--- src/rtl/sm3_pkg.sv ---
// SM3 package: payload structs, constants, round helper functions.
// Used by every module of the SM3 hash engine; no dependencies.
package sm3_pkg;

  typedef struct packed {
    logic [7:0] data_byte;
    logic       byte_valid;
    logic       last;
  } sm3_in_t;

  typedef struct packed {
    logic [31:0] digest_word;
    logic [2:0]  word_index;
    logic        final_word;
  } sm3_out_t;

  localparam logic [255:0] IV = {
    32'h7380166f, 32'h4914b2b9, 32'h172442d7, 32'hda8a0600,
    32'ha96f30bc, 32'h163138aa, 32'he38dee4d, 32'hb0fb0e4e};
  localparam logic [31:0] T_LOW  = 32'h79cc4519;
  localparam logic [31:0] T_HIGH = 32'h7a879d8a;
  localparam logic [7:0]  PAD_MARK = 8'h80;

  // Byte source the datapath writes into the block buffer.
  typedef enum logic [1:0] {
    SRC_DATA = 2'd0,
    SRC_PAD  = 2'd1,
    SRC_ZERO = 2'd2,
    SRC_LEN  = 2'd3
  } byte_src_t;

  typedef struct packed {
    logic      put_byte;    // write one byte into the block
    byte_src_t src;
    logic      count_len;   // add 8 to the bit length
    logic      latch_len;   // snapshot the bit length for the trailer
    logic      start_comp;  // load working regs from chain value
    logic      round;       // run one compression round
    logic      finish_comp; // fold working regs into chain value
    logic      restart;     // chain value and length back to reset
  } sm3_cmd_t;

  typedef struct packed {
    logic [5:0] byte_pos;
    logic       last_round;
  } sm3_status_t;

  function automatic logic [31:0] rotl(input logic [31:0] x, input logic [4:0] n);
    logic [63:0] d;
    d = {x, x} << n;
    return d[63:32];
  endfunction

  function automatic logic [31:0] perm0(input logic [31:0] x);
    return x ^ rotl(x, 5'd9) ^ rotl(x, 5'd17);
  endfunction

  function automatic logic [31:0] perm1(input logic [31:0] x);
    return x ^ rotl(x, 5'd15) ^ rotl(x, 5'd23);
  endfunction

endpackage

--- src/rtl/sm3_datapath.sv ---
// SM3 datapath: block buffer, on-the-fly message expansion window,
// working registers, chain value and bit length. Depends on sm3_pkg.
module sm3_datapath import sm3_pkg::*; (
  input  logic        clk,
  input  logic        rst,
  input  sm3_cmd_t    cmd,
  input  logic [7:0]  data_byte,
  input  logic [2:0]  out_sel,
  output sm3_status_t status,
  output logic [31:0] digest_word
);

  logic [31:0] blk [16];     // block words, written bytewise
  logic [31:0] win [16];     // expansion window, win[0] = W[j]
  logic [31:0] r [8];
  logic [31:0] cv [8];
  logic [63:0] bit_len;
  logic [63:0] len_snap;
  logic [5:0]  pos;
  logic [5:0]  rnd;
  logic [7:0]  byte_in;
  logic [31:0] w_new, w_j, wp_j, t_j, a12, ss1, ss2, ff, gg, tt1, tt2;

  always_comb begin
    case (cmd.src)
      SRC_DATA: byte_in = data_byte;
      SRC_PAD:  byte_in = PAD_MARK;
      SRC_ZERO: byte_in = 8'h00;
      SRC_LEN:  byte_in = len_snap[63 - 8*pos[2:0] -: 8];
      default:  byte_in = 8'h00;
    endcase
  end

  always_comb begin
    w_new = perm1(win[0] ^ win[7] ^ rotl(win[13], 5'd15)) ^ rotl(win[3], 5'd7) ^ win[10];
    w_j   = win[0];
    wp_j  = win[0] ^ win[4];
    t_j   = (rnd < 6'd16) ? T_LOW : T_HIGH;
    a12   = rotl(r[0], 5'd12);
    ss1   = rotl(a12 + r[4] + rotl(t_j, rnd[4:0]), 5'd7);
    ss2   = ss1 ^ a12;
    if (rnd < 6'd16) begin
      ff = r[0] ^ r[1] ^ r[2];
      gg = r[4] ^ r[5] ^ r[6];
    end else begin
      ff = (r[0] & r[1]) | (r[0] & r[2]) | (r[1] & r[2]);
      gg = (r[4] & r[5]) | (~r[4] & r[6]);
    end
    tt1 = ff + r[3] + ss2 + wp_j;
    tt2 = gg + r[7] + ss1 + w_j;
  end

  always_ff @(posedge clk) begin
    if (cmd.put_byte) begin
      if (pos[1:0] == 2'd0)
        blk[pos[5:2]] <= {byte_in, 24'h0};
      else
        blk[pos[5:2]][31 - 8*pos[1:0] -: 8] <= byte_in;
    end
    if (cmd.start_comp) begin
      for (int i = 0; i < 16; i++) win[i] <= blk[i];
    end else if (cmd.round) begin
      for (int i = 0; i < 15; i++) win[i] <= win[i+1];
      win[15] <= w_new;
    end
    if (cmd.latch_len) len_snap <= bit_len;
  end

  always_ff @(posedge clk) begin
    if (rst) begin
      for (int i = 0; i < 8; i++) begin
        cv[i] <= IV[255 - 32*i -: 32];
        r[i]  <= '0;
      end
      bit_len <= '0;
      pos     <= '0;
      rnd     <= '0;
    end else begin
      if (cmd.put_byte) pos <= pos + 6'd1;
      if (cmd.count_len) bit_len <= bit_len + 64'd8;
      if (cmd.start_comp) begin
        for (int i = 0; i < 8; i++) r[i] <= cv[i];
        rnd <= '0;
      end else if (cmd.round) begin
        r[3] <= r[2];
        r[2] <= rotl(r[1], 5'd9);
        r[1] <= r[0];
        r[0] <= tt1;
        r[7] <= r[6];
        r[6] <= rotl(r[5], 5'd19);
        r[5] <= r[4];
        r[4] <= perm0(tt2);
        rnd  <= rnd + 6'd1;
      end
      if (cmd.finish_comp) begin
        for (int i = 0; i < 8; i++) cv[i] <= cv[i] ^ r[i];
      end
      if (cmd.restart) begin
        for (int i = 0; i < 8; i++) cv[i] <= IV[255 - 32*i -: 32];
        bit_len <= '0;
        pos     <= '0;
      end
    end
  end

  assign status.byte_pos   = pos;
  assign status.last_round = (rnd == 6'd63);
  assign digest_word       = cv[out_sel];

endmodule

--- src/rtl/sm3_ctrl.sv ---
// SM3 controller: input handshake, padding sequence, round scheduling
// and digest output. Depends on sm3_pkg.
module sm3_ctrl import sm3_pkg::*; (
  input  logic        clk,
  input  logic        rst,
  input  logic        in_valid,
  output logic        in_stall,
  input  sm3_in_t     in_data,
  output logic        out_valid,
  input  logic        out_stall,
  output logic [2:0]  out_sel,
  output sm3_cmd_t    cmd,
  input  sm3_status_t status
);

  typedef enum logic [6:0] {
    S_IDLE  = 7'b0000001,
    S_START = 7'b0000010,
    S_ROUND = 7'b0000100,
    S_FOLD  = 7'b0001000,
    S_PAD   = 7'b0010000,
    S_EMIT  = 7'b0100000,
    S_DONE  = 7'b1000000
  } state_t;

  // Padding phases, kept in idx while the trailer is written.
  localparam logic [2:0] PH_MARK    = 3'd0;  // 0x80 mark still to write
  localparam logic [2:0] PH_TRAILER = 3'd1;  // length written, block is the last
  localparam logic [2:0] PH_LEN     = 3'd2;  // zero fill, length fits in this block
  localparam logic [2:0] PH_FILL    = 3'd3;  // zero fill, length goes in next block

  state_t state, state_next;
  logic   padding, padding_next;  // message ended, trailer in progress
  logic [2:0] idx, idx_next;

  logic take;
  assign in_stall  = (state != S_IDLE);
  assign take      = in_valid && !in_stall;
  assign out_valid = (state == S_EMIT);
  assign out_sel   = idx;

  always_comb begin
    state_next   = state;
    padding_next = padding;
    idx_next     = idx;
    cmd          = '0;
    cmd.src      = SRC_DATA;
    case (state)
      S_IDLE: begin
        if (take) begin
          if (in_data.byte_valid) begin
            cmd.put_byte  = 1'b1;
            cmd.count_len = 1'b1;
          end
          if (in_data.last) begin
            padding_next = 1'b1;
            state_next   = S_PAD;
          end
          if (in_data.byte_valid && status.byte_pos == 6'd63) state_next = S_START;
        end
      end
      S_START: begin
        cmd.start_comp = 1'b1;
        state_next     = S_ROUND;
      end
      S_ROUND: begin
        cmd.round = 1'b1;
        if (status.last_round) state_next = S_FOLD;
      end
      S_FOLD: begin
        cmd.finish_comp = 1'b1;
        if (!padding) begin
          state_next = S_IDLE;
        end else if (idx == PH_TRAILER) begin
          state_next = S_EMIT;
          idx_next   = 3'd0;
        end else begin
          state_next = S_PAD;
        end
      end
      S_PAD: begin
        cmd.put_byte = 1'b1;
        case (idx)
          PH_MARK: begin
            // write the mark and snapshot the length; a mark at 56 or later
            // leaves no room for the length in this block
            cmd.src       = SRC_PAD;
            cmd.latch_len = 1'b1;
            idx_next      = (status.byte_pos >= 6'd56) ? PH_FILL : PH_LEN;
          end
          PH_FILL: cmd.src = SRC_ZERO;
          default: cmd.src = (status.byte_pos >= 6'd56) ? SRC_LEN : SRC_ZERO;
        endcase
        if (status.byte_pos == 6'd63) begin
          state_next = S_START;
          idx_next   = (idx == PH_LEN) ? PH_TRAILER : PH_LEN;
        end
      end
      S_EMIT: begin
        if (!out_stall) begin
          idx_next = idx + 3'd1;
          if (idx == 3'd7) state_next = S_DONE;
        end
      end
      S_DONE: begin
        cmd.restart  = 1'b1;
        padding_next = 1'b0;
        idx_next     = 3'd0;
        state_next   = S_IDLE;
      end
      default: state_next = S_IDLE;
    endcase
  end

  always_ff @(posedge clk) begin
    if (rst) begin
      state   <= S_IDLE;
      padding <= 1'b0;
      idx     <= '0;
    end else begin
      state   <= state_next;
      padding <= padding_next;
      idx     <= idx_next;
    end
  end

endmodule

--- src/rtl/sm3_hash_engine.sv ---
// SM3 hash engine top level: joins the controller and the datapath.
// Depends on sm3_pkg, sm3_ctrl and sm3_datapath.
//
// Usage:
//   The input channel (in_valid / in_stall / in_data) takes one transfer per
//   message byte; byte_valid marks a real byte, last ends the message. A
//   transfer with last may carry no byte; it still ends the message.
//   After last the engine pads the message, compresses the trailer block(s)
//   and presents the eight digest words on the output channel (out_valid /
//   out_stall / out_data), most significant word first, final_word on the
//   eighth. The chain value then returns to the initial vector, the length to zero.
// Timing:
//   A byte that does not fill a block is taken without a stall. The 64th
//   byte of a block holds in_stall through one load, 64 rounds of the
//   single round unit and one fold into the chain value. After last,
//   padding writes one byte per cycle up to the block end, and each padded
//   block is then compressed (two blocks when the mark lands at byte 56 or
//   later). Digest words leave one per cycle while out_stall is low, and a
//   restart state follows the eighth before input reopens.
// Reset and stall:
//   rst (synchronous) returns the chain value to the initial vector and the
//   controller to idle. in_stall is high whenever the engine is busy; while
//   out_stall is high the current digest word holds.
module sm3_hash_engine import sm3_pkg::*; (
  input  logic     clk,
  input  logic     rst,
  input  logic     in_valid,
  output logic     in_stall,
  input  sm3_in_t  in_data,
  output logic     out_valid,
  input  logic     out_stall,
  output sm3_out_t out_data
);

  sm3_cmd_t    cmd;
  sm3_status_t status;
  logic [2:0]  out_sel;
  logic [31:0] digest_word;

  sm3_ctrl u_ctrl (
    .clk       (clk),
    .rst       (rst),
    .in_valid  (in_valid),
    .in_stall  (in_stall),
    .in_data   (in_data),
    .out_valid (out_valid),
    .out_stall (out_stall),
    .out_sel   (out_sel),
    .cmd       (cmd),
    .status    (status)
  );

  sm3_datapath u_dp (
    .clk         (clk),
    .rst         (rst),
    .cmd         (cmd),
    .data_byte   (in_data.data_byte),
    .out_sel     (out_sel),
    .status      (status),
    .digest_word (digest_word)
  );

  assign out_data.digest_word = digest_word;
  assign out_data.word_index  = out_sel;
  assign out_data.final_word  = (out_sel == 3'd7);

endmodule

--- config.mk ---
export PLATFORM = sky130hd
export DESIGN_NAME = sm3_hash_engine
export DESIGN_NICKNAME = d
export VERILOG_FILES = /design/src/rtl/sm3_pkg.sv /design/src/rtl/sm3_datapath.sv /design/src/rtl/sm3_ctrl.sv /design/src/rtl/sm3_hash_engine.sv
export SDC_FILE = /design/constraint.sdc
export NUM_CORES = 2
export LEC_CHECK = 0
export ABC_AREA = 0
export BUFFER_PORTS_ARGS = -buffer_cell sky130_fd_sc_hd__buf_4
export CORE_MARGIN = 2
export CORE_UTILIZATION = 25
export DETAILED_ROUTE_END_ITERATION = 8
export PLACE_DENSITY = 0.45
export SLEW_MARGIN = 10
export SYNTH_ARGS = -nofsm -noshare
export SYNTH_HDL_FRONTEND = slang
export SYNTH_SLANG_ARGS = --single-unit
--- constraint.sdc ---
create_clock -name clk -period 16.9 [get_ports clk]
set_input_delay 3.38 -clock clk [delete_from_list [all_inputs] [get_ports clk]]
set_output_delay 3.38 -clock clk [all_outputs]
set_load 0.005 [all_outputs]
* After elaboration in Yosys (flattened, before gate mapping)
Memories as Yosys holds them, arrays and structs flattened. A register that Yosys moved wholly into a read port is not among the register bits.
Cells that the tools add are included.
** Storage, ports and cells
- Memories kept :: 4
- Bits of input ports :: 14
- Flip-flop bits (word level) :: 151
- RAM bits :: 1536
** Memories
- u_dp.blk :: depth 16, width 32, read ports 16, clocked after memory_dff 0, write ports 1, line sm3_datapath.sv:13 : logic [31:0] blk [16];
- u_dp.win :: depth 16, width 32, read ports 16, clocked after memory_dff 0, write ports 16, line sm3_datapath.sv:14 : logic [31:0] win [16];
- u_dp.cv :: depth 8, width 32, read ports 9, clocked after memory_dff 1, write ports 8, line sm3_datapath.sv:16 : logic [31:0] cv [8];
- u_dp.r :: depth 8, width 32, read ports 8, clocked after memory_dff 0, write ports 8, line sm3_datapath.sv:15 : logic [31:0] r [8];
** Cells by class
- Add/sub/neg operators :: 15
- Equality and inequality tests :: 27
- Bitwise operators :: 111
- Order comparisons :: 2
- Reduce and logical (&&, ||, !) cells :: 13
- Shifts and indexed selects :: 4
- Muxes and demuxes :: 143
** Operators by type and width (number)
- $mux 32 :: 51
- $xor 32x32->32 :: 22
- $add 32x32->32 :: 8
- $and 32x32->32 :: 5
- $or 32x32->32 :: 3
- $or 1x1->1 :: 80
- $shiftx 71x33->8 :: 1
- $mux 1 :: 67
- $add 64x4->64 const B :: 1
- $shl 64x5->64 :: 1
- $mux 7 :: 7
- $pmux 7 s6 :: 1
- $shift 8x34->39 const A :: 1
- $shiftx 8x34->39 :: 1
- $neg 32->34 :: 1
- $not 32->32 :: 1
- $pmux 8 s4 :: 1
- $mux 26 :: 1
- $mux 3 :: 7
- $add 6x1->6 const B :: 2
- $eq 6x6->1 const B :: 2
- $mux 6 :: 2
- $pmux 3 s4 :: 1
- $ne 2x1->1 const B :: 5
- 33 further kinds :: 43

* Logic depth before layout (Yosys ltp)
An unclocked memory read counts as a cell.
- Depth after elaboration :: 11
- Gate-level depth with buffers :: 41
- Mapped depth without buffers :: 39

* Hierarchy
Synthesis repeated with hierarchy kept, for this count alone.
** Second synthesis, totals
- Cells, all modules :: 6772
- Area, all modules :: 81455.6 um^2
** Modules (own cells, without submodules)
- sm3_datapath :: sequential area each 48136.2 um^2, cells an instance 6668, area each 80632.3 um^2, times used 1
- sm3_ctrl :: sequential area each 220.2 um^2, cells an instance 103, area each 817.0 um^2, times used 1
- sm3_hash_engine :: sequential area each 0.0 um^2, cells an instance 1, area each 6.3 um^2, times used 1

* Worst setup path before layout
No wires, ideal clock.
- Kind :: register to register
- Start :: register u_ctrl.state[4]
- End :: register u_dp.rnd[2]
- Path slack :: 339 ps
- Cell stages (with the launch flop) :: 10
- Buffers on the path :: 0
- Data arrival time :: 16431 ps
- Library setup time :: 130 ps
- Cells stage by stage :: dfxtp_1 -> or4_4 -> nor2_1 -> nand3b_1 -> nand2_1 -> nor2_1 -> inv_1 -> o21ai_0 -> nand2_1 -> o21ai_0
** Between the ends
- Longest elaborated chain between the ends :: 3
- Elaborated cells between the ends (all ways) :: 5
- Classes of those cells :: eq/ne (2); mux (2); reduce/logical (1)
** RTL lines
- start: declaration :: line sm3_ctrl.sv:32 : state_t state, state_next;
- start signal: assignment :: line sm3_ctrl.sv:121 : state <= state_next;
- $eq 7x2->1 :: line sm3_ctrl.sv:48 : case (state)
- $mux 1 :: line sm3_ctrl.sv:48
- $reduce_or 2->1 (no line)
- end signal: assignment :: line sm3_datapath.sv:93 : rnd <= rnd + 6'd1;
- end: declaration :: line sm3_datapath.sv:20 : logic [5:0] rnd;
Parallel ways exist; a longest one is shown, timed or not.
A chain may end at the register's enable or synchronous reset.

==> impl_metrics.py <==
metrics = {
    "critical_path": {
        "cp.required_ns": 17.43,
        "endpoint_kind": "flop",
        "critPathMaxFanout": 50,
        "cp-start-kind": "flop",
        "crit_type": "reg -> reg",
        "critical_path.max_stage_delay_ns": 0.71,
        "cp.arrival_ns": 11.67,
        "critical-path-slowest-cell": "inv_2",
    },
    "floorplanning": {
        "dieArea_mm2": 0.331,
        "start_util_pct": 25.1,
        "core_area_mm2": 0.324,
        "die_h_um": 575,
        "io_pins": 52,
        "core.rowCount": 209,
        "die_x_um": 575,
    },
    "logic_synthesis": {
        "synth-async-reset-ratio_pct": 0,
        "synthDistinctLibCells": 74,
        "netlist_instances": 7235,
        "yosys_most_used_dff": "edfxtp_1",
        "ys_warn_count": 0,
        "synth_nets": 7546,
        "ys_ff_latch": 1684,
        "seq_area_frac_synth_pct": 59.4,
        "syn_area_per_cell_um2": 11.3,
        "synth-edff-count": 1469,
        "synth_area_mm2": 0.0815,
    },
    "timing": {
        "hold_viol": 0,
        "max-slew-margin-rel_pct": 10.2,
        "rsz0062_at_grt": "false",
        "timing.final.crit_share_pct": 65.9,
        "max_freq_ghz": 0.0898,
        "fin_crit_ns": 11.14,
        "slew_violations": 0,
        "skew_ns": 0.0977,
        "tns_ns": 0,
        "tightest_slew_ns": 1.33,
        "setup_viol": 0,
    },
    "global_route": {
        "gr-total-overflow": 0,
        "met2_usage_pct": 26.6,
        "grt_util_met1_pct": 25.1,
        "antenna_found_initial": 16,
        "grt_pass1_vias": 52500,
        "grt_pass1_wl_um": 412000,
        "grt_max_degree": 161,
        "grtUsageMet3_pct": 2.76,
        "grt_busiest_layer": "met2",
        "track_usage_pct": 17.3,
    },
    "clocking": {
        "cts.sinks": 1684,
        "cts_buffers": 188,
        "cts_tree": "built",
        "htreeDepth": 4,
        "cts-resized-gates": 0,
        "cts_hold_buf": 0,
        "postCtsSetupRepairBufs": 0,
        "root_buffer": "clkbuf_16",
        "clkLatencyLatePin_ns": 0.89,
        "clockBufferDepth": 4,
        "path_clk_slew_ns": 0.06,
    },
    "detailed_routing": {
        "wl_per_cell_um": 25.1,
        "drt_iter0_drc": 6201,
        "drc": 0,
        "detail-route-antenna-nets": 0,
        "drt_wl_total_um": 294000,
        "dr.pass1.iters": 6,
        "vias": 55400,
        "avgViaCountPerCell": 4.73,
    },
    "outcome": {
        "outcome": "complete, no violations",
    },
    "placement": {
        "hpwl_um": 204000,
        "place_congestion": 0.935,
        "portBuffers": 51,
    },
    "layout": {
        "synthToLayoutAreaGrowth_pct": 14.3,
        "nets": 7556,
        "final_util_pct": 28.7,
        "drive_gt1_share_pct": 7.82,
        "final_common_cell": "nand2_1",
        "layout_common_cells": "2,018 x nand2_1, 1,469 x edfxtp_1, 468 x nor2_1",
    },
    "power_and_ir_drop": {
        "leakage_nw": 33.6,
        "power_density_mw_per_mm2": 124,
        "irDropWorstVdd_mv": 0.116,
    },
    "run": {
        "cap_violations": 0,
    },
    "hold_path": {
        "worstHoldPathType": "reg -> reg",
    },
}
[cells by family (layout without fill, tap and decap cells)]
group | Yosys count | count (layout) | synth area share (%)
and+or+nand+nor | 2841 | 2841 | 14.1
DFF | 1684 | 1684 | 59.4
buffers and inverters | 631 | 787 | 2.91
AOI/OAI and AO/OA | 957 | 957 | 6.93
other | 0 | 5 | 0
muxes | 169 | 169 | 3.33
adders and majority gates | 298 | 298 | 6.30
xor gates and xnor gates | 655 | 655 | 7.04
[cell type report]
class	count	area (um^2)
flip-flops and latches	1684	48400
fillers	33400	231000
diodes	5	12.5
well taps	4325	5410
repair buffers	159	1300
clock buffers	258	5250
multi-input cells	4920	30800
clock inverters	78	788
inverters	292	1100
[routing by layer]
layer | share of wire [%] | vias up
li1 | - | 24900
met1 | 46 | 28300
met2 | 45 | 1927
met3 | 6.6 | 307
met4 | 2.7 | 2
met5 | 0.0044 | -
[stage by stage]
stage	std cells	instance area, um^2	total power [W]	setup slack, ns	hold WS [ns]
floorplan	7235	81500	0.00656	0.339	0.417
global placement	11400	87100	0.00748	5.72	0.443
detailed placement	11400	87100	0.00747	5.82	0.461
CTS	11700	93100	0.0116	5.81	0.453
global route	11700	93100	0.0120	4.93	0.468
finish	11700	93100	0.0116	5.76	0.464
[flip-flops by register name, summed over array words and instances, names as in the netlist, named ones only]
name and flops:
u_ctrl.state 7, u_dp.cv 256, u_dp.len_snap 61, u_dp.bit_len 61
u_dp.blk 512, u_dp.r 256, u_ctrl.out_sel 3, u_dp.rnd 6
u_dp.pos 6, u_ctrl.padding 1, u_dp.win 512
[critical path, delay by kind of cell (launching register included)]
kind	cells	cell delay, ns
AND/OR/NAND/NOR	4	0.64
adder cells (fa/ha/maj)	6	2.45
flip-flops	1	0.31
buffers and inverters	6	2.04
AO/OA/AOI/OAI	17	4.11
XOR/XNOR	3	0.99
multiplexers	1	0.32
[power by group]
group          internal (W)  switching (W)  leakage, nW
registers           0.00458      0.0000869         15.4
logic               0.00105        0.00171         15.3
clock network       0.00238        0.00176         2.94
total               0.00802        0.00356         33.6
[cells in the mapped netlist, types with 14 or more instances]
library cell  instances  area (um^2)
nand2_1            2019         7580
edfxtp_1           1469        44100
nor2_1              473         1780
xnor2_1             437         3830
a21oi_1             337         1690
o21ai_0             307         1540
clkbuf_1            305         1140
inv_1               289         1080
xor2_1              218         1910
dfxtp_1             215         4300
fa_1                188         3760
ha_1                109         1360
and3_1               96          601
nand3_1              79          395
mux4_2               77         1730
a22oi_1              75          563
mux2i_1              47          470
mux2_2               45          507
nor3_1               45          225
a21o_1               42          315
a22o_1               39          342
buf_1                31          116
a211oi_1             23          173
o211ai_1             23          173
nor2b_1              22          138
nand2b_1             21          131
or3_1                20          125
o31ai_1              17          128
a31oi_1              16          100
o21a_1               16          120
nand4_1              14         87.6
[path summary, 6_finish.rpt]
check | startpoint | to | slack, ns | depth (start not counted)
hold reg to reg | u_dp.bit_len[6] | u_dp.len_snap[6] | 0.46 | 0
setup / recovery | u_dp.rnd[4] | u_dp.r[4][31] | 5.76 | 37
setup reg to reg | u_dp.rnd[4] | u_dp.r[4][31] | 5.76 | 37
hold / removal | u_dp.bit_len[6] | u_dp.len_snap[6] | 0.46 | 0
No activity file was read; power rests on OpenSTA's default activity.
